<file path="src/design/nearest_point_min_offset_search_assert.svh">
// assertion macros used by the nearest point search select module
`ifndef NEAREST_POINT_MIN_OFFSET_SEARCH_ASSERT_SVH
`define NEAREST_POINT_MIN_OFFSET_SEARCH_ASSERT_SVH

// same-cycle implication, off during reset
`define NPMS_ASSERT_IMPLY(label, clk, rst_n, a, b) \
    label: assert property (@(posedge clk) disable iff (!(rst_n)) (a) |-> (b)) \
        else $error("npms assertion failed");

// next-cycle implication, off during reset
`define NPMS_ASSERT_NEXT(label, clk, rst_n, a, b) \
    label: assert property (@(posedge clk) disable iff (!(rst_n)) (a) |=> (b)) \
        else $error("npms assertion failed");

`endif

</file>
<file path="src/design/npms_pkg.sv">
// types and constants for the nearest point search with minimum offset
package npms_pkg;

    localparam int COORD_WIDTH = 24;
    localparam int DIFF_W      = COORD_WIDTH + 1;
    localparam int DIST_W      = 2 * COORD_WIDTH + 2;
    localparam int CFG_IDX_W   = 2;

    typedef logic signed [COORD_WIDTH-1:0] t_coord;
    typedef logic [DIFF_W-1:0]             t_mag;
    typedef logic [DIST_W-1:0]             t_dist;

    typedef enum logic [CFG_IDX_W-1:0] {
        REG_REF_X      = 2'd0,
        REG_REF_Y      = 2'd1,
        REG_REF_Z      = 2'd2,
        REG_MIN_OFFSET = 2'd3
    } t_cfg_reg;

    typedef struct packed {
        t_coord point_x;
        t_coord point_y;
        t_coord point_z;
        logic   last_point;
    } t_in_word;

    typedef struct packed {
        logic   found;
        t_coord nearest_x;
        t_coord nearest_y;
        t_coord nearest_z;
    } t_out_word;

    typedef struct packed {
        t_dist  sq_x;
        t_dist  sq_y;
        t_dist  sq_z;
        t_coord point_x;
        t_coord point_y;
        t_coord point_z;
        logic   last_point;
    } t_sq_word;

endpackage

</file>
<file path="src/design/npms_sq_stage.sv">
// input register and per-axis squared difference stage
module npms_sq_stage (
    input  logic               i_clk,
    input  logic               i_rst_n,
    input  npms_pkg::t_coord   i_ref_x,
    input  npms_pkg::t_coord   i_ref_y,
    input  npms_pkg::t_coord   i_ref_z,
    input  logic               i_valid,
    output logic               o_ready,
    input  npms_pkg::t_in_word i_data,
    output logic               o_valid,
    input  logic               i_ready,
    output npms_pkg::t_sq_word o_data
);

    logic               r_s1_valid;
    npms_pkg::t_in_word r_s1;
    logic               r_s2_valid;
    npms_pkg::t_sq_word r_s2;
    npms_pkg::t_sq_word n_s2;
    logic               w_s1_free;
    logic               w_s2_free;
    npms_pkg::t_mag     w_mag_x;
    npms_pkg::t_mag     w_mag_y;
    npms_pkg::t_mag     w_mag_z;

    function automatic npms_pkg::t_mag abs_diff(npms_pkg::t_coord a, npms_pkg::t_coord b);
        logic signed [npms_pkg::DIFF_W-1:0] d;
        d = npms_pkg::DIFF_W'(a) - npms_pkg::DIFF_W'(b);
        return d[npms_pkg::DIFF_W-1] ? npms_pkg::t_mag'(-d) : npms_pkg::t_mag'(d);
    endfunction

    assign w_s2_free = !r_s2_valid || i_ready;
    assign w_s1_free = !r_s1_valid || w_s2_free;
    assign o_ready   = w_s1_free;

    assign w_mag_x = abs_diff(i_ref_x, r_s1.point_x);
    assign w_mag_y = abs_diff(i_ref_y, r_s1.point_y);
    assign w_mag_z = abs_diff(i_ref_z, r_s1.point_z);

    always_comb begin
        n_s2.sq_x       = npms_pkg::t_dist'(w_mag_x) * npms_pkg::t_dist'(w_mag_x);
        n_s2.sq_y       = npms_pkg::t_dist'(w_mag_y) * npms_pkg::t_dist'(w_mag_y);
        n_s2.sq_z       = npms_pkg::t_dist'(w_mag_z) * npms_pkg::t_dist'(w_mag_z);
        n_s2.point_x    = r_s1.point_x;
        n_s2.point_y    = r_s1.point_y;
        n_s2.point_z    = r_s1.point_z;
        n_s2.last_point = r_s1.last_point;
    end

    always_ff @(posedge i_clk) begin
        if (!i_rst_n) begin
            r_s1_valid <= 1'b0;
            r_s2_valid <= 1'b0;
        end else begin
            if (w_s1_free) begin
                r_s1_valid <= i_valid;
            end
            if (w_s2_free) begin
                r_s2_valid <= r_s1_valid;
            end
        end
    end

    always_ff @(posedge i_clk) begin
        if (w_s1_free && i_valid) begin
            r_s1 <= i_data;
        end
        if (w_s2_free && r_s1_valid) begin
            r_s2 <= n_s2;
        end
    end

    assign o_valid = r_s2_valid;
    assign o_data  = r_s2;

endmodule

</file>
<file path="config.mk">
export PLATFORM = sky130hd
export DESIGN_NAME = npms_sq_stage
export DESIGN_NICKNAME = d
export VERILOG_FILES = /design/src/design/nearest_point_min_offset_search_assert.svh /design/src/design/npms_pkg.sv /design/src/design/npms_sq_stage.sv
export SDC_FILE = /design/constraint.sdc
export NUM_CORES = 2
export LEC_CHECK = 0
export BUFFER_PORTS_ARGS = -buffer_cell sky130_fd_sc_hd__buf_4
export CORE_UTILIZATION = 59
export DETAILED_ROUTE_END_ITERATION = 8
export PLACE_DENSITY = 0.8
export SETUP_SLACK_MARGIN = 0.1
export SLEW_MARGIN = 20
export SYNTH_ARGS = -nofsm -noshare
export SYNTH_HDL_FRONTEND = slang
export SYNTH_SLANG_ARGS = --single-unit
export TNS_END_PERCENT = 5
</file>
<file path="constraint.sdc">
create_clock -name i_clk -period 14.2 [get_ports i_clk]
set_clock_uncertainty 0.1 [all_clocks]
set_input_delay 4.26 -clock i_clk [delete_from_list [all_inputs] [get_ports i_clk]]
set_output_delay 4.26 -clock i_clk [all_outputs]
set_load 0.05 [all_outputs]
</file>
==> flow_metrics.py <==
metrics = {
    "run_status": {
        "status": "completed",
    },
    "floorplanning": {
        "fp.dieW_um": 342,
        "pin_count": 374,
        "core-area_um2": 114000,
        "fp.dieH_um": 342,
        "rows": 124,
        "start_util_pct": 59.5,
        "die-area_um2": 117000,
    },
    "place": {
        "gp_congestion": 1.01,
        "dp_hpwl_um": 162000,
        "numPortBuffers": 370,
    },
    "sta": {
        "setup_tns_ns": 0,
        "fin_crit_sh_pct": 97.9,
        "finalHoldViolCount": 0,
        "worst_slew_pin_slew_ns": 0.908,
        "maxSlewViolCount": 0,
        "setup_viol": 0,
        "relSlewSlack_pct": 38.6,
        "fmax_mhz": 71.9,
        "min_period_ns": 13.90,
        "rsz0062_at_grt": "yes",
    },
    "critical_path": {
        "worstPathRequired_ns": 14.45,
        "crit_top_cell": "fa_1",
        "critPathLaunch": "i_ref_x[0]",
        "r2r-end": "o_data[214]",
        "arrival_ns": 14.15,
        "crit_end": "o_data[214]",
        "reg2reg_slack_ns": 3.64,
        "ff2ff_path_depth": 37,
        "r2r_start": "n_s2[49]",
        "slowest_stage": "fa_1",
        "cp_max_fo": 9,
        "end_kind": "flip-flop",
        "startpoint_type": "input port",
        "crit_type": "in2reg",
        "crit_path_max_incr_delay_ns": 0.58,
    },
    "global_routing": {
        "grt_start_max_net_pins": 62,
        "grtUsageTotal_pct": 33.6,
        "grt_pass1_vias": 57019,
        "grt_pass1_wl_um": 303000,
        "antenna_found_initial": 0,
        "grt_overflow": 0,
    },
    "layout": {
        "syn_to_final_growth_pct": 12.5,
        "nNetsFinal": 9951,
        "fillerInstances": 8899,
        "diodes": 0,
        "final_layout_size_suffix_gt1_share_pct": 12.4,
    },
    "logic_synthesis": {
        "synthTopCellsByArea": "fa_1, edfxtp_1, ha_1",
        "avgSynthCellArea_um2": 9.54,
        "synth_ff_type": "edfxtp_1",
        "ys_seq_elements": 295,
        "synth_largest_area_cell": "fa_1",
        "postSynthCellCount": 7139,
        "ys_seq_area_share_pct": 13.0,
        "synth-edff-count": 293,
        "ys_async_sr_fraction_pct": 0,
        "synth_top_area_share_pct": 41.4,
        "synth_cell_types": 117,
        "synth_common_cells": "inv_1, fa_1, nor2_1",
        "synth.most_common_cell": "inv_1",
        "syn_area_um2": 68100,
        "yosysWarnings": 0,
    },
    "routing": {
        "drt-initial-drc-count": 3961,
        "final_antenna_net_count": 0,
        "vias": 52572,
        "wl_um": 190000,
        "viasPerCell": 5.64,
        "drt_pre_antenna_iters": 6,
        "wl_per_cell_um": 20.4,
        "drc": 0,
    },
    "clocking": {
        "clkLatencyLatePin_ns": 0.64,
        "clkTransAtPathRegs_ns": 0.06,
        "cts_tree": "built",
        "clock_sinks": 295,
        "cts_made_buffers": 36,
        "root_buffer": "clkbuf_16",
        "clock_path_buffers": 3,
        "ctsHoldBuffers": 0,
        "cts_max_level": 2,
    },
    "flow_run": {
        "maxCapViolCount": 0,
    },
    "hold_path": {
        "hold_class": "reg2reg",
    },
}
-- how the worst min path moves through the flow --
stage | to | slack [ns] | depth (start not counted) | from
final | o_data[0] | 0.33 | 0 | n_s2[0]
after global routing | o_data[0] | 0.35 | 0 | n_s2[0]
after CTS | o_data[0] | 0.34 | 0 | n_s2[0]
after detailed placement | o_data[0] | 0.33 | 0 | n_s2[0]
after global placement | o_data[0] | 0.31 | 0 | n_s2[0]
after floorplan | o_data[0] | 0.30 | 0 | n_s2[0]
-- cell families after synthesis --
group	synth area share, %
other	0.0110
AOI/OAI and AO/OA	7.97
and+or+nand+nor	11.5
xor gates and xnor gates	3.44
DFF	13.0
buffers and inverters	11.2
adders and majority gates	52.6
muxes	0.265
-- worst max-delay path, delay by kind of cell --
| family | cells | cell delay (ns) |
|---|---|---|
| xor gates and xnor gates | 3 | 0.57 |
| and+or+nand+nor | 8 | 1.86 |
| adders and majority gates | 10 | 4.69 |
| buffers and inverters | 11 | 1.18 |
| AOI/OAI and AO/OA | 7 | 1.59 |
-- registers in the layout, indices dropped and copies added, names as in the netlist --
signal / count
n_s2: 73
r_s1_valid: 1
o_data: 220
o_valid: 1
-- cell type report --
type                       count  area (µm²)  area share (%)
tap                         1512        1890            2.47
clock buffer                  40         916            1.20
timing repair buffer         774        5940            7.76
clock inverter                22         186           0.244
multi-input combinational   4891       52100            68.0
inverter                    1785        6700            8.75
sequential                   295        8840            11.5
-- placed cells by master (no fill, tap or decap), types with 22 or more instances in the layout --
master     instances
inv_1           1763
fa_1            1407
buf_4            763
nor2_1           698
ha_1             612
nand2_1          571
edfxtp_1         293
a21oi_1          194
xnor2_1          141
a21o_1           138
o21ai_0          118
xor2_1            83
nand3_1           75
nor3_1            61
nand2b_1          60
conb_1            57
a211oi_1          43
and3_1            41
nand4_1           38
nor2b_1           36
clkbuf_16         36
and2_1            34
o21bai_1          32
a31oi_1           31
o211ai_1          30
o21a_1            25
or2_2             22
-- repair_timing --
| action | in CTS | in global routing |
|---|---|---|
| gates resized for setup | 0 | 44 |
| endpoints found under the hold margin | 0 | 0 |
| buffers inserted | 0 | 1 |
| setup endpoints to repair | 0 | 38 |
-- per-layer routing --
| layer | part of all wire (%) | global-route usage, % | up-vias |
|---|---|---|---|
| li1 | - | - | 23285 |
| met2 | 47 | 55.0 | 2437 |
| met1 | 39 | 43.3 | 26339 |
| met4 | 4.4 | 12.8 | 0 |
| met3 | 9.6 | 7.84 | 511 |
| met5 | 0 | 0 | - |
-- stage by stage --
| stage | std cells | worst slack (ns) | cell area, µm² | util [%] | hold slack (ns) |
|---|---|---|---|---|---|
| floorplan | 7194 | 0.363 | 68300 | - | 0.300 |
| finish | 9319 | 0.299 | 76600 | 67.0 | 0.333 |
| detailed placement | 9256 | -0.297 | 75200 | 65.8 | 0.325 |
| global route | 9319 | -0.0245 | 76600 | 67.0 | 0.345 |
| CTS | 9318 | 0.307 | 76300 | 66.7 | 0.336 |
| global placement | 9256 | -0.179 | 75200 | 65.8 | 0.309 |
Power is not shown: default switching activity piles up to over one toggle a cycle in this logic, so the estimate is an artifact.
