`config.mk`:
```
export PLATFORM = sky130hd
export DESIGN_NAME = npms_select
export DESIGN_NICKNAME = d
export VERILOG_FILES = /design/src/design/npms_pkg.sv /design/src/design/npms_select.sv
export VERILOG_INCLUDE_DIRS = /design/src /design/src/design
export SDC_FILE = /design/constraint.sdc
export NUM_CORES = 1
export LEC_CHECK = 0
export CAP_MARGIN = 5
export CORE_ASPECT_RATIO = 0.5
export CORE_UTILIZATION = 65
export DETAILED_ROUTE_END_ITERATION = 10
export DONT_BUFFER_PORTS = 1
export PLACE_DENSITY = 0.78
export SYNTH_ARGS = -nofsm -noshare
export SYNTH_HDL_FRONTEND = slang
export SYNTH_SLANG_ARGS = --single-unit
```
`constraint.sdc`:
```
create_clock -name i_clk -period 20 [get_ports i_clk]
set_clock_uncertainty 0.15 [all_clocks]
set_input_delay 1 -clock i_clk [delete_from_list [all_inputs] [get_ports i_clk]]
set_output_delay 1 -clock i_clk [all_outputs]
set_load 0.01 [all_outputs]
```
`src/design/nearest_point_min_offset_search_assert.svh`:
```
// assertion macros used by the nearest point search select module
`ifndef NEAREST_POINT_MIN_OFFSET_SEARCH_ASSERT_SVH
`define NEAREST_POINT_MIN_OFFSET_SEARCH_ASSERT_SVH

// same-cycle implication, off during reset
`define NPMS_ASSERT_IMPLY(label, clk, rst_n, a, b) \
    label: assert property (@(posedge clk) disable iff (!(rst_n)) (a) |-> (b)) \
        else $error("npms assertion failed");

// next-cycle implication, off during reset
`define NPMS_ASSERT_NEXT(label, clk, rst_n, a, b) \
    label: assert property (@(posedge clk) disable iff (!(rst_n)) (a) |=> (b)) \
        else $error("npms assertion failed");

`endif

```
`src/design/npms_pkg.sv`:
```
// types and constants for the nearest point search with minimum offset
package npms_pkg;

    localparam int COORD_WIDTH = 24;
    localparam int DIFF_W      = COORD_WIDTH + 1;
    localparam int DIST_W      = 2 * COORD_WIDTH + 2;
    localparam int CFG_IDX_W   = 2;

    typedef logic signed [COORD_WIDTH-1:0] t_coord;
    typedef logic [DIFF_W-1:0]             t_mag;
    typedef logic [DIST_W-1:0]             t_dist;

    typedef enum logic [CFG_IDX_W-1:0] {
        REG_REF_X      = 2'd0,
        REG_REF_Y      = 2'd1,
        REG_REF_Z      = 2'd2,
        REG_MIN_OFFSET = 2'd3
    } t_cfg_reg;

    typedef struct packed {
        t_coord point_x;
        t_coord point_y;
        t_coord point_z;
        logic   last_point;
    } t_in_word;

    typedef struct packed {
        logic   found;
        t_coord nearest_x;
        t_coord nearest_y;
        t_coord nearest_z;
    } t_out_word;

    typedef struct packed {
        t_dist  sq_x;
        t_dist  sq_y;
        t_dist  sq_z;
        t_coord point_x;
        t_coord point_y;
        t_coord point_z;
        logic   last_point;
    } t_sq_word;

endpackage

```
`src/design/npms_select.sv`:
```
// distance sum, nearest point tracking and result register
`include "nearest_point_min_offset_search_assert.svh"

module npms_select (
    input  logic                i_clk,
    input  logic                i_rst_n,
    input  npms_pkg::t_dist     i_min_sq,
    input  logic                i_valid,
    output logic                o_ready,
    input  npms_pkg::t_sq_word  i_data,
    output logic                o_out_valid,
    input  logic                i_out_ready,
    output npms_pkg::t_out_word o_out_data
);

    logic                r_have_best;
    npms_pkg::t_dist     r_best_dist;
    npms_pkg::t_coord    r_best_x;
    npms_pkg::t_coord    r_best_y;
    npms_pkg::t_coord    r_best_z;
    logic                r_out_valid;
    npms_pkg::t_out_word r_out;
    npms_pkg::t_out_word n_out;
    logic                w_out_free;
    logic                w_consume;
    npms_pkg::t_dist     w_dist;
    logic                w_keep;
    logic                w_found;

    assign w_out_free = !r_out_valid || i_out_ready;
    // only a last word needs room in the result register
    assign o_ready    = !i_data.last_point || w_out_free;
    assign w_consume  = i_valid && o_ready;

    assign w_dist  = i_data.sq_x + i_data.sq_y + i_data.sq_z;
    // strict compare keeps the earliest point on a tie
    assign w_keep  = (w_dist >= i_min_sq) && (!r_have_best || (w_dist < r_best_dist));
    assign w_found = w_keep || r_have_best;

    always_comb begin
        n_out.found = w_found;
        if (!w_found) begin
            n_out.nearest_x = '0;
            n_out.nearest_y = '0;
            n_out.nearest_z = '0;
        end else if (w_keep) begin
            n_out.nearest_x = i_data.point_x;
            n_out.nearest_y = i_data.point_y;
            n_out.nearest_z = i_data.point_z;
        end else begin
            n_out.nearest_x = r_best_x;
            n_out.nearest_y = r_best_y;
            n_out.nearest_z = r_best_z;
        end
    end

    always_ff @(posedge i_clk) begin
        if (!i_rst_n) begin
            r_have_best <= 1'b0;
            r_out_valid <= 1'b0;
        end else begin
            if (r_out_valid && i_out_ready) begin
                r_out_valid <= 1'b0;
            end
            if (w_consume) begin
                r_have_best <= i_data.last_point ? 1'b0 : w_found;
                if (i_data.last_point) begin
                    r_out_valid <= 1'b1;
                end
            end
        end
    end

    always_ff @(posedge i_clk) begin
        if (w_consume && w_keep) begin
            r_best_dist <= w_dist;
            r_best_x    <= i_data.point_x;
            r_best_y    <= i_data.point_y;
            r_best_z    <= i_data.point_z;
        end
        if (w_consume && i_data.last_point) begin
            r_out <= n_out;
        end
    end

    assign o_out_valid = r_out_valid;
    assign o_out_data  = r_out;

    `NPMS_ASSERT_NEXT(a_last_clears, i_clk, i_rst_n, w_consume && i_data.last_point, !r_have_best && r_out_valid)
    `NPMS_ASSERT_IMPLY(a_out_from_last, i_clk, i_rst_n, $rose(r_out_valid), $past(w_consume && i_data.last_point))
    `NPMS_ASSERT_IMPLY(a_none_is_zero, i_clk, i_rst_n, r_out_valid && !r_out.found, (r_out.nearest_x == '0) && (r_out.nearest_y == '0) && (r_out.nearest_z == '0))

endmodule

```
==> impl_results.md <==
* Min Tclk post-route at approximately 7300 ps
* Vias in the first global route at 9,248
* Buffers on Ports at 0
* First-pass GRT wire length at about 47,000 um
* CTS Buffer Depth at 2
* Tot GR Track Use at ~29%
* DR WL/cell at slightly above 20 um
* Max FO, Critical Path at 74
* PwrDens at around 120 nW/um2
* Clk slew on worst S/H paths at 80 ps
* Setup TNS at 0 ps
* Synth Net Count at ~1,700
* FP Rows at 36
* CP Launch Point: i_data[74]
* Initial detailed-routing violation count at ~830
* H-tree Lvls at 4
* Clock sink count at around 200
* Tcrit/Tclk final at a little under two fifths
* Max-cap violations at 0
* Startpoint Class: primary input
* Total of warnings raised by yosys at 0
* EDFF count, synth at roughly 200
* FF-to-FF path depth at 13
* Final Core Density at between 70 and 80%
* Most used routing layer: met2
* Die ar. at 21,170 um2
* Routing usage on met1 at between 30% and 40%
* Detailed Route WL at about 31,000 um
* Slew Limit Fails at 0
* Non-Filler Instances at 1,491
* Clock Latency Late Sink at roughly 430 ps
* Largest net degree at the start of global routing at between 70 and 80
* R2R Path Start: r_best_dist[3]
* Final Hold Vio Count at 0
* Crit Path Category: in2reg
* Leakage at 6.043 nW
* Post-Syn Area per Cell at 10.81 um2
* Outcome: finished clean
* DP HPWL at between 20,000 and 25,000 um
* Crit end category: register
* Setup-failing EPs final at 0
* Reg-to-reg slack, setup at 15,660 ps
* Post-DRT Antenna Nets at 0
* Routability congestion estimate at 0.9055
* Data required, critical path at about 20,000 ps
* Initial antenna violation count at 0
* Max frequency at between 0.1 and 0.15 GHz
* Worst slack, placed at ~12,000 ps
* Worst-Margin Slew at around 920 ps
* Netlist Area Pre-Place at roughly 13,000 um2
* Tightest Hold Check Type: reg2reg
* Residual DRC count at 0
* Cts repair resizes at 0
* Register area at 5897 um2
* CTS tree: built
* Pre-Repair DR Iteration Count at 6
* Synth-to-Final Area Change at 5.599%
* Final Cell Area at 14,110 um2
* Placed cell areas at 13,510 um2
* Yosys cell types at 68
* CTS buffer count at 17
* GR Util met3 at under 10%
* Post-CTS setup buffers at 0
* Die width at approximately 200 um
* Core area at ~20,000 um2
* Placed Cells at roughly 1,500
* Share of cells above drive strength 1 at between 4 and 5%
* Syn Inst Count at 1,236
* Min Hold Slack at about 450 ps
* Filler cell count at approximately 1,400
* GRT overflow at 0
* Rel. slew slack at 38.90%
* Async S/R FF share, synth at 0%
* Multi-input gate area at 6782 um2
* Start point of the worst hold path: o_out_valid
* # hold bufs at CTS at 0
* Register bit total from synthesis at about 200
* RSZ-0062 raised after global routing: false
* # nets final at between 1,500 and 2,000
* Ys flop type: edfxtp_1
* Antenna cells at 0
* Ports at ~350
* Vias per cell at between 6 and 7
* Chip height at 103.4 um
* GRT met2 Usage at roughly half
* Final setup margin at around 13,000 ps
* Total power at ~1.7 mW
* Via count at roughly 9,400
* CTS Root Cell: clkbuf_16
* Fraction of the yosys area taken by sequential cells at about 44%
* Hold path cells at 2
* Crit path DAT at 7340 ps
* Maximum vdd drop at about 76 uV
* Initial Utilization at 67.58%
## sequential cells by signal (all words and copies together), names as in the netlist
signal       count
o_out_valid      1
o_out_data      73
r_best_z        24
r_best_x        24
r_have_best      1
r_best_y        24
r_best_dist     50
## placed cells by master, fill, tap and decap left out, drive strengths merged, types with 3 or more instances in the layout
| cell | n |
|---|---|
| edfxtp | 195 |
| nand2 | 190 |
| ha | 147 |
| inv | 124 |
| a21oi | 80 |
| o22ai | 75 |
| a21o | 66 |
| fa | 50 |
| o21ai | 38 |
| nand4 | 29 |
| xnor2 | 29 |
| nor2 | 22 |
| xor2 | 18 |
| clkbuf | 17 |
| nand3 | 15 |
| a31oi | 9 |
| nor3 | 9 |
| clkinv | 9 |
| nand2b | 8 |
| o21bai | 7 |
| and4 | 7 |
| buf | 7 |
| o211ai | 6 |
| a211oi | 5 |
| nor2b | 5 |
| o21a | 4 |
| and3 | 4 |
| a221oi | 4 |
| nor4 | 3 |
| o2111ai | 3 |
| a221o | 3 |
| and2 | 3 |
| or2 | 3 |
## cells in the mapped netlist (9+ instances only)
| master | number | area (um2) |
|---|---|---|
| inv_1 | 118 | 442.9 |
| o22ai_1 | 75 | 469.2 |
| xor2_1 | 18 | 157.7 |
| fa_1 | 50 | 1001 |
| a21oi_1 | 80 | 400.4 |
| nand2_1 | 189 | 709.4 |
| nand3_1 | 14 | 70.07 |
| a21o_1 | 65 | 488.0 |
| xnor2_1 | 29 | 254.0 |
| clkbuf_1 | 14 | 52.55 |
| o21ai_0 | 23 | 115.1 |
| nand4_1 | 29 | 181.4 |
| nor2_1 | 21 | 78.83 |
| edfxtp_1 | 195 | 5856 |
| o21ai_1 | 15 | 75.07 |
| a31oi_1 | 9 | 56.30 |
| ha_1 | 147 | 1839 |
| buf_2 | 22 | 110.1 |
## path summary, 6_finish.rpt
| check | to |
|---|---|
| min reg2reg | o_out_valid |
| max reg2reg | o_out_data[68] |
| min | o_out_valid |
| max | o_out_data[68] |
## area by class of cell
class                      count  area share, %
multi-input combinational    871          48.06
sequential                   197          41.79
inverter                     118          3.139
tap                          266          2.359
timing repair buffer           7         0.3724
clock buffer                  17          3.015
clock inverter                15          1.268
## per-layer routing
metal,vias to the layer above,routed length [um]
met5,-,0
met4,0,698
met3,47,2590
met2,398,15000
met1,4498,12610
li1,4463,-
## power breakdown
part           switching (mW)  internal, mW  total (mW)  leakage [nW]
Sequential             0.0373         0.581       0.618          1.85
Combinational           0.447         0.279       0.726          3.90
Clock                   0.170         0.170       0.339         0.292
Total                   0.654          1.03        1.68          6.04
## logic make-up (layout without fill, tap and decap cells)
group	count (synthesis)	after routing	share of synthesized area, %
fa+ha+maj	197	197	21.25
flops	197	197	44.12
compound gates	319	319	15.38
buf+inv	168	157	5.393
xor+xnor	47	47	3.080
simple gates	308	308	10.77
## worst max-delay path, stage by stage
cell	delay, ps
fa_1	530
ha_1	190
inv_1	60
fa_1	400
nand2b_1	180
a21oi_1	240
o21ai_0	200
o2111ai_1	390
nand2_1	170
o21ai_1	380
a21boi_1	160
xnor2_1	340
ha_1	320
a21o_1	170
a21o_1	170
a21oi_1	130
o21ai_0	90
a21oi_1	120
o21ai_0	140
a21oi_4	140
buf_4	590
nor2b_4	410
buf_4	610
o22ai_1	180
Note: power is estimated with default switching activity, not from simulation.
